**src/rtl/utcde_pkg.sv**
```systemverilog
package utcde_pkg;

  // Days from 0000-01-01 in the proleptic count to 1970-01-01
  localparam int unsigned EpochDays = 719528;
  localparam int unsigned SecPerDay = 86400;
  // Reciprocal of 25 scaled by 2^RecipShift, exact for inputs below 4681
  localparam int unsigned Recip25    = 2622;
  localparam int unsigned RecipShift = 16;

  // Stage A result: year with month carry applied
  typedef struct packed {
    logic [14:0] year;
    logic        late;     // month is March or later
    logic [8:0]  doy;      // days of whole months before, plus day of month
    logic [16:0] tod;      // hour, minute and second in seconds
  } fa_t;

  // Front end result: reciprocal products ready for the leap count
  typedef struct packed {
    logic [14:0] year;
    logic        year_zero;
    logic [12:0] year4;    // year / 4
    logic [24:0] prod_y;   // year4 * Recip25
    logic [11:0] prev4;    // (year - 1) / 4
    logic [23:0] prod_p;   // prev4 * Recip25
    logic        late;
    logic [8:0]  doy;
    logic [16:0] tod;
  } fr_t;

  // Day count relative to the epoch
  typedef struct packed {
    logic signed [24:0] days;
    logic [16:0]        tod;
  } dy_t;

  // Days in all whole months before month mon (0 = January)
  function automatic logic [8:0] cum_days(input logic [3:0] mon);
    logic [8:0] r;
    case (mon)
      4'd0:    r = 9'd0;
      4'd1:    r = 9'd31;
      4'd2:    r = 9'd59;
      4'd3:    r = 9'd90;
      4'd4:    r = 9'd120;
      4'd5:    r = 9'd151;
      4'd6:    r = 9'd181;
      4'd7:    r = 9'd212;
      4'd8:    r = 9'd243;
      4'd9:    r = 9'd273;
      4'd10:   r = 9'd304;
      4'd11:   r = 9'd334;
      default: r = 9'd0;
    endcase
    return r;
  endfunction

endpackage

```
**src/rtl/utc_date_to_epoch_seconds.sv**
```systemverilog
// Channel  Dir  Payload
// s_axis   in   calendar time: year, month, day, hour, minute, second
// m_axis   out  signed seconds since 1970-01-01 00:00:00 UTC
// cfg      in   leap day rule (1 = Gregorian, 0 = every fourth year)
//
// One transfer per cycle in and out while m_tready stays high; five register
// stages lie between the input transfer and the output transfer.
// The depth is set by the month carry, the two reciprocal multiplies for the
// century terms, the day sum, the days-to-seconds multiply and the time-of-day add.
// rst is synchronous and clears the stage valid bits; the rule resets to 1.
// A stall on m_axis holds each stage in place and backs up to s_tready.
module utc_date_to_epoch_seconds (
  input  logic        clk,
  input  logic        rst,
  input  logic        cfg_wr_en,
  input  logic        cfg_wr_data,
  input  logic        s_tvalid,
  output logic        s_tready,
  // [13:0] calendar_year, [17:14] month_index, [22:18] day_of_month,
  // [27:23] hour_of_day, [33:28] minute_of_hour, [39:34] second_of_minute
  input  logic [39:0] s_tdata,
  output logic        m_tvalid,
  input  logic        m_tready,
  // [38:0] epoch_seconds (signed), [39] zero
  output logic [39:0] m_tdata
);
  import utcde_pkg::*;

  logic        gregorian_leap_rule;
  logic        fr_valid;
  logic        fr_ready;
  fr_t         fr_data;
  logic        dy_valid;
  logic        dy_ready;
  dy_t         dy_data;
  logic [38:0] epoch_seconds;

  // Hold the leap rule register
  always_ff @(posedge clk) begin
    if (rst) begin
      gregorian_leap_rule <= 1'b1;
    end else if (cfg_wr_en) begin
      gregorian_leap_rule <= cfg_wr_data;
    end
  end

  utcde_front u_front (
    .clk              (clk),
    .rst              (rst),
    .in_valid         (s_tvalid),
    .in_ready         (s_tready),
    .calendar_year    (s_tdata[13:0]),
    .month_index      (s_tdata[17:14]),
    .day_of_month     (s_tdata[22:18]),
    .hour_of_day      (s_tdata[27:23]),
    .minute_of_hour   (s_tdata[33:28]),
    .second_of_minute (s_tdata[39:34]),
    .out_valid        (fr_valid),
    .out_ready        (fr_ready),
    .out_data         (fr_data)
  );

  utcde_days u_days (
    .clk                 (clk),
    .rst                 (rst),
    .gregorian_leap_rule (gregorian_leap_rule),
    .in_valid            (fr_valid),
    .in_ready            (fr_ready),
    .in_data             (fr_data),
    .out_valid           (dy_valid),
    .out_ready           (dy_ready),
    .out_data            (dy_data)
  );

  utcde_scale u_scale (
    .clk       (clk),
    .rst       (rst),
    .in_valid  (dy_valid),
    .in_ready  (dy_ready),
    .in_data   (dy_data),
    .out_valid (m_tvalid),
    .out_ready (m_tready),
    .out_secs  (epoch_seconds)
  );

  assign m_tdata = {1'b0, epoch_seconds};

endmodule

```
**src/rtl/utcde_front.sv**
```systemverilog
module utcde_front (
  input  logic               clk,
  input  logic               rst,
  input  logic               in_valid,
  output logic               in_ready,
  input  logic [13:0]        calendar_year,
  input  logic [3:0]         month_index,
  input  logic [4:0]         day_of_month,
  input  logic [4:0]         hour_of_day,
  input  logic [5:0]         minute_of_hour,
  input  logic [5:0]         second_of_minute,
  output logic               out_valid,
  input  logic               out_ready,
  output utcde_pkg::fr_t     out_data
);
  import utcde_pkg::*;

  logic       a_valid;
  fa_t        a_data;
  fa_t        a_next;
  logic       a_ready;
  logic       b_ready;
  fr_t        b_next;
  logic       carry;
  logic [3:0] mon;
  logic [14:0] prev;

  // Stage A: month carry, month table, time of day
  always_comb begin
    carry = (month_index >= 4'd12);
    mon   = carry ? (month_index - 4'd12) : month_index;
    a_next.year = {1'b0, calendar_year} + {14'd0, carry};
    a_next.late = (mon >= 4'd2);
    a_next.doy  = cum_days(mon) + {4'd0, day_of_month};
    a_next.tod  = (17'(hour_of_day) * 17'd3600) + (17'(minute_of_hour) * 17'd60)
                + {11'd0, second_of_minute};
  end

  assign a_ready  = !a_valid || b_ready;
  assign in_ready = a_ready;

  always_ff @(posedge clk) begin
    if (rst) begin
      a_valid <= 1'b0;
    end else if (a_ready) begin
      a_valid <= in_valid;
    end
  end

  always_ff @(posedge clk) begin
    if (a_ready && in_valid) begin
      a_data <= a_next;
    end
  end

  // Stage B: quarter years and reciprocal products for division by 100
  always_comb begin
    prev            = a_data.year - 15'd1;
    b_next.year     = a_data.year;
    b_next.year_zero = (a_data.year == 15'd0);
    b_next.year4    = a_data.year[14:2];
    b_next.prod_y   = 25'(a_data.year[14:2]) * 25'(Recip25);
    b_next.prev4    = prev[13:2];
    b_next.prod_p   = 24'(prev[13:2]) * 24'(Recip25);
    b_next.late     = a_data.late;
    b_next.doy      = a_data.doy;
    b_next.tod      = a_data.tod;
  end

  assign b_ready = !out_valid || out_ready;

  always_ff @(posedge clk) begin
    if (rst) begin
      out_valid <= 1'b0;
    end else if (b_ready) begin
      out_valid <= a_valid;
    end
  end

  always_ff @(posedge clk) begin
    if (b_ready && a_valid) begin
      out_data <= b_next;
    end
  end

endmodule

```
**src/rtl/utcde_days.sv**
```systemverilog
module utcde_days (
  input  logic               clk,
  input  logic               rst,
  input  logic               gregorian_leap_rule,
  input  logic               in_valid,
  output logic               in_ready,
  input  utcde_pkg::fr_t     in_data,
  output logic               out_valid,
  input  logic               out_ready,
  output utcde_pkg::dy_t     out_data
);
  import utcde_pkg::*;

  logic [7:0]         q100_p;
  logic [7:0]         q100_y;
  logic signed [13:0] leaps;
  logic               cent;
  logic               leap;
  logic [9:0]         doy;
  logic [23:0]        base;
  dy_t                c_next;

  // Leap count before the year, leap day within it, day number
  always_comb begin
    q100_p = in_data.prod_p[RecipShift +: 8];
    q100_y = in_data.prod_y[RecipShift +: 8];
    if (in_data.year_zero) begin
      leaps = -14'sd1;
    end else begin
      leaps = $signed({2'b00, in_data.prev4}) - $signed({6'd0, q100_p})
            + $signed({8'd0, q100_p[7:2]});
    end
    cent = (in_data.year4 == (13'(q100_y) * 13'd25));
    leap = (in_data.year[1:0] == 2'd0)
        && (!gregorian_leap_rule || !cent || (q100_y[1:0] == 2'd0));
    doy  = {1'b0, in_data.doy} + {9'd0, in_data.late && leap};
    base = 24'(in_data.year) * 24'd365;
    c_next.days = $signed({1'b0, base}) + 25'(leaps) + $signed({15'd0, doy})
                - $signed(25'(EpochDays));
    c_next.tod  = in_data.tod;
  end

  assign in_ready = !out_valid || out_ready;

  always_ff @(posedge clk) begin
    if (rst) begin
      out_valid <= 1'b0;
    end else if (in_ready) begin
      out_valid <= in_valid;
    end
  end

  always_ff @(posedge clk) begin
    if (in_ready && in_valid) begin
      out_data <= c_next;
    end
  end

endmodule

```
**src/rtl/utcde_scale.sv**
```systemverilog
module utcde_scale (
  input  logic               clk,
  input  logic               rst,
  input  logic               in_valid,
  output logic               in_ready,
  input  utcde_pkg::dy_t     in_data,
  output logic               out_valid,
  input  logic               out_ready,
  output logic [38:0]        out_secs
);
  import utcde_pkg::*;

  localparam logic signed [17:0] DaySecs = 18'(SecPerDay);

  logic               d_valid;
  logic               d_ready;
  logic               e_ready;
  logic signed [39:0] d_prod;
  logic [16:0]        d_tod;
  logic signed [39:0] prod_next;

  // Stage D: days to seconds
  assign prod_next = 40'($signed(in_data.days)) * 40'(DaySecs);
  assign d_ready   = !d_valid || e_ready;
  assign in_ready  = d_ready;

  always_ff @(posedge clk) begin
    if (rst) begin
      d_valid <= 1'b0;
    end else if (d_ready) begin
      d_valid <= in_valid;
    end
  end

  always_ff @(posedge clk) begin
    if (d_ready && in_valid) begin
      d_prod <= prod_next;
      d_tod  <= in_data.tod;
    end
  end

  // Stage E: add time of day, wrap to 39 bits
  assign e_ready = !out_valid || out_ready;

  always_ff @(posedge clk) begin
    if (rst) begin
      out_valid <= 1'b0;
    end else if (e_ready) begin
      out_valid <= d_valid;
    end
  end

  always_ff @(posedge clk) begin
    if (e_ready && d_valid) begin
      out_secs <= 39'(d_prod[38:0] + {22'd0, d_tod});
    end
  end

endmodule

```
**config.mk**
```make
export PLATFORM = sky130hd
export DESIGN_NAME = utc_date_to_epoch_seconds
export DESIGN_NICKNAME = d
export VERILOG_FILES = /design/src/rtl/utcde_pkg.sv /design/src/rtl/utc_date_to_epoch_seconds.sv /design/src/rtl/utcde_front.sv /design/src/rtl/utcde_days.sv /design/src/rtl/utcde_scale.sv
export SDC_FILE = /design/constraint.sdc
export NUM_CORES = 1
export LEC_CHECK = 0
export BUFFER_PORTS_ARGS = -buffer_cell sky130_fd_sc_hd__buf_2
export CORE_ASPECT_RATIO = 1.2
export CORE_MARGIN = 3
export CORE_UTILIZATION = 60
export DETAILED_ROUTE_END_ITERATION = 10
export PLACE_DENSITY = 0.86
export SLEW_MARGIN = 20
export SYNTH_ARGS = -nofsm -noshare
export SYNTH_HDL_FRONTEND = slang
export SYNTH_SLANG_ARGS = --single-unit
```
**constraint.sdc**
```tcl
create_clock -name clk -period 16.4 [get_ports clk]
set_clock_uncertainty 0.1 [all_clocks]
set_input_delay 1.64 -clock clk [delete_from_list [all_inputs] [get_ports clk]]
set_output_delay 1.64 -clock clk [all_outputs]
set_load 0.05 [all_outputs]
```
==> results.txt <==
- TritonCTS Buffers: 27
- Dominant cell by count in the synthesized netlist: sky130_fd_sc_hd__ha_1
* Top-area cell type share of the netlist area: between 20% and 30%
- Count of buffering cells on the critical path with inverters included: 2
- For this run, design rule violations remaining after detail routing come to 0.
* Setup Viol. Count Final: 0
* Worst Path Max Fanout: 5
* Max-capacitance violation count: 0
- In the post-route analysis, the smallest setup slack over all paths is roughly 8.5 ns.
- Time the final worst path needs with I/O delays and setup: 7.92 ns
* Cell at the root of the clock tree: sky130_fd_sc_hd__clkbuf_16
* Number of nets in the synthesized netlist: between 3k and 4k
- Area contributors post-synth: sky130_fd_sc_hd__edfxtp_1, sky130_fd_sc_hd__ha_1, sky130_fd_sc_hd__fa_1
* Met2 track demand over resource in global routing: approximately 45%
- STA classifies the critical path endpoint as a flop.
- Post-CTS Hold Buffers: 0
* Clk Latency, worst-skew pair: between 0.5 and 0.6 ns
* Number of warnings printed during yosys synthesis: 0
- The flow ran to the end, and the final reports show no timing, DRC or antenna violations.
- Core Rows: a little over 80
- STA puts the critical path data required time at ~17 ns.
- GR Util All Layers: between 20 and 25%
* Global Route met3 Usage: ~2.6%
- Number of design-rule violations left by the first detailed-router iteration: 799
- Core utilization of the finished layout: roughly 66%
* Detailed-route wire length: roughly 50,000 um
- The first detailed-routing pass took 5 iterations.
- Prevailing post-synth register cell: sky130_fd_sc_hd__edfxtp_1
- In this run the number of H-tree levels came out at 1.
- Counting distinct cell types in the post-synthesis netlist gives 75.
- # resized after CTS: 0
- In this run, synthesis inferred 243 flip-flops with an integrated enable.
* Post-route antenna net violation count: 0
* Placeable core region: roughly 43,000 um^2
* Maximum number of pins on one net before global-route repair: 72
- Achievable Freq: 126 MHz
* Worst Hold Margin: slightly above 0.3 ns
- Min-Delay Path Class: reg -> reg
- Post-CTS setup buffer count: 0
* Vias post-DR: about 17k
- The critical path starts at u_front.out_data[80].
- CTS clock-pin slew for the worst setup and hold paths: approximately 0.06 ns
- The setup check on the worst reg-to-reg path leaves a slack of between 8 and 9 ns.
- Vias in the first global route: between 15k and 20k
- Routed via count divided by cell count: 5.60
- RSZ-0062 raised after global routing: false
- Worst setup slack after placement: between 8 and 9 ns
- Sorting the synthesized cells by how often they occur yields sky130_fd_sc_hd__ha_1, sky130_fd_sc_hd__inv_1, sky130_fd_sc_hd__edfxtp_1.
- Sequential cells were found to cover between 20 and 30% of the synthesized design area.
* Register-to-Register Path Depth: 30
- Start point of the worst min-delay path: u_front.a_data[16]
* Share of flip-flops with an asynchronous set or reset: 0%
- DPL Wire Length: between 40,000 and 50,000 um
* Buffers from clock root to sink, at most: 3
* Count of port buffers added during placement: 86
- Die Outline Area: around 46,000 um^2
- The startpoint identified for the worst register-to-register timing path is u_front.out_data[80].
- In this run the most used layer during global routing was met2.
- The first global-routing pass estimated 86,300 um of wire.
* Mapped cell area: between 20,000 and 30,000 um^2
- The die is ~230 um tall.
* Cell with the largest stage delay on the worst path: sky130_fd_sc_hd__fa_1
- Dividing the detail-routed wire length by the instance count gives around 16 um.
- The initial utilization of the core area, before any placement, comes to between 60% and 70%.
- At the end of routability-driven placement, the weighted congestion stood at roughly 0.86.
* Antenna violations before repair: 2
- The synthesized design contains roughly 250 register bits.
* Mapped Avg Cell Area: between 10 and 15 um^2
- Remaining global-route overflow: 0
* Count of nets after finishing: approximately 3.3k
- Kind of critical path: reg -> reg
* Endpoint arrival time on the critical path: a little over 8 ns
* Final total negative setup slack: 0 ns
* Number of cells produced by synthesis: about 2.4k
- For this run, the slowest stage of the critical path takes 0.47 ns.
* Fill cell total of the finished layout: 3,035
- Global routing used around a quarter of the available met1 tracks.
* Area growth, synth to finish: 8.13%
- The cell family contributing the most delay on the critical path is compound AO/OA/AOI/OAI gates.
* Largest area contributor in the netlist: sky130_fd_sc_hd__edfxtp_1
- In this run the number of cells on the critical path is 30.
- Library cell appearing most often on the critical path: sky130_fd_sc_hd__ha_1
- CP Launch Type: flop
- Counting instances, the worst hold path has a depth of 0.
* Relative max-transition margin: between 20% and 30%
- Overall die width: approximately 200 um
- Share of the clock period used by the worst path: 48.3%
- The clock drives around 250 sinks.
- The count of endpoints failing hold in the final timing report is 0.
- Cells with a size suffix above 1 make up ~7% of the layout.
- During I/O placement, the number of pins put on the boundary was between 80 and 90.
- The total count of max-transition violations in the final report was 0.
- Slew @ Worst Pin: between 1 and 1.5 ns
- TritonCTS built the clock tree.
## worst register-to-register path, delay by kind of cell (launching register included)
family	cells	cell delay, ns
DFF	1	0.46
adders and majority gates	9	2.90
buffers and inverters	2	0.17
and+or+nand+nor	2	0.43
AOI/OAI and AO/OA	14	3.25
xor gates and xnor gates	3	0.35
## final timing paths
path / end
min reg2reg: u_front.out_data[16]
max: u_days.out_data[38]
max reg2reg: u_days.out_data[38]
min: u_front.out_data[16]
## per-layer routing
layer | vias to the layer above | share of wire [%]
met5 | - | 0
met4 | 0 | 4.4
met3 | 179 | 3.2
met2 | 439 | 55
met1 | 8329 | 37
li1 | 8219 | -
## through the flow
step	cell area, um^2	std cells
after floorplan	26100	2375
after global placement	27300	3013
after detailed placement	27300	3013
after CTS	28200	3063
after global routing	28200	3065
final	28200	3065
## logic make-up after synthesis
| group | count (synthesis) | share of synthesized area [%] |
|---|---|---|
| flip-flops | 249 | 28.4 |
| AND/OR/NAND/NOR | 339 | 6.26 |
| AO/OA/AOI/OAI | 311 | 8.04 |
| other | 1 | 0.0144 |
| adder cells (fa/ha/maj) | 752 | 42.8 |
| XOR/XNOR | 202 | 6.78 |
| multiplexers | 7 | 0.288 |
| buffers and inverters | 514 | 7.41 |
## sequential cells by signal, indices dropped and copies added, names as in the netlist
register / count
u_front.out_data: 71
u_days.out_data: 42
u_front.a_data: 42
u_scale.out_secs: 39
u_scale.d_prod: 32
u_scale.d_tod: 17
gregorian_leap_rule: 1
u_days.out_valid: 1
u_front.a_valid: 1
u_front.out_valid: 1
u_scale.d_valid: 1
u_scale.out_valid: 1
## area by class of cell
cell class                      count  area (um^2)  area share, %
Tap cell                          552          691           2.45
Clock inverter                     19          213          0.754
Inverter                          505         1900           6.72
Clock buffer                       31          711           2.52
Antenna cell                        2         5.00         0.0177
Timing Repair Buffer               95          498           1.76
Sequential cell                   249         7420           26.3
Multi-Input combinational cell   1612        16800           59.5
## layout by cell type (no fill, tap or decap), types with 43 or more instances in the layout
cell and n:
sky130_fd_sc_hd__a21oi_1 97, sky130_fd_sc_hd__buf_2 86, sky130_fd_sc_hd__edfxtp_1 243, sky130_fd_sc_hd__fa_1 235, sky130_fd_sc_hd__ha_1 517, sky130_fd_sc_hd__inv_1 505
sky130_fd_sc_hd__nand2_1 63, sky130_fd_sc_hd__nand3_1 43, sky130_fd_sc_hd__nor2_1 112, sky130_fd_sc_hd__o21ai_0 55, sky130_fd_sc_hd__xnor2_1 143, sky130_fd_sc_hd__xor2_1 59
Power is left out: the tool's default activity adds up to more than one toggle a clock period on the data nets, which glitch-free logic cannot reach.
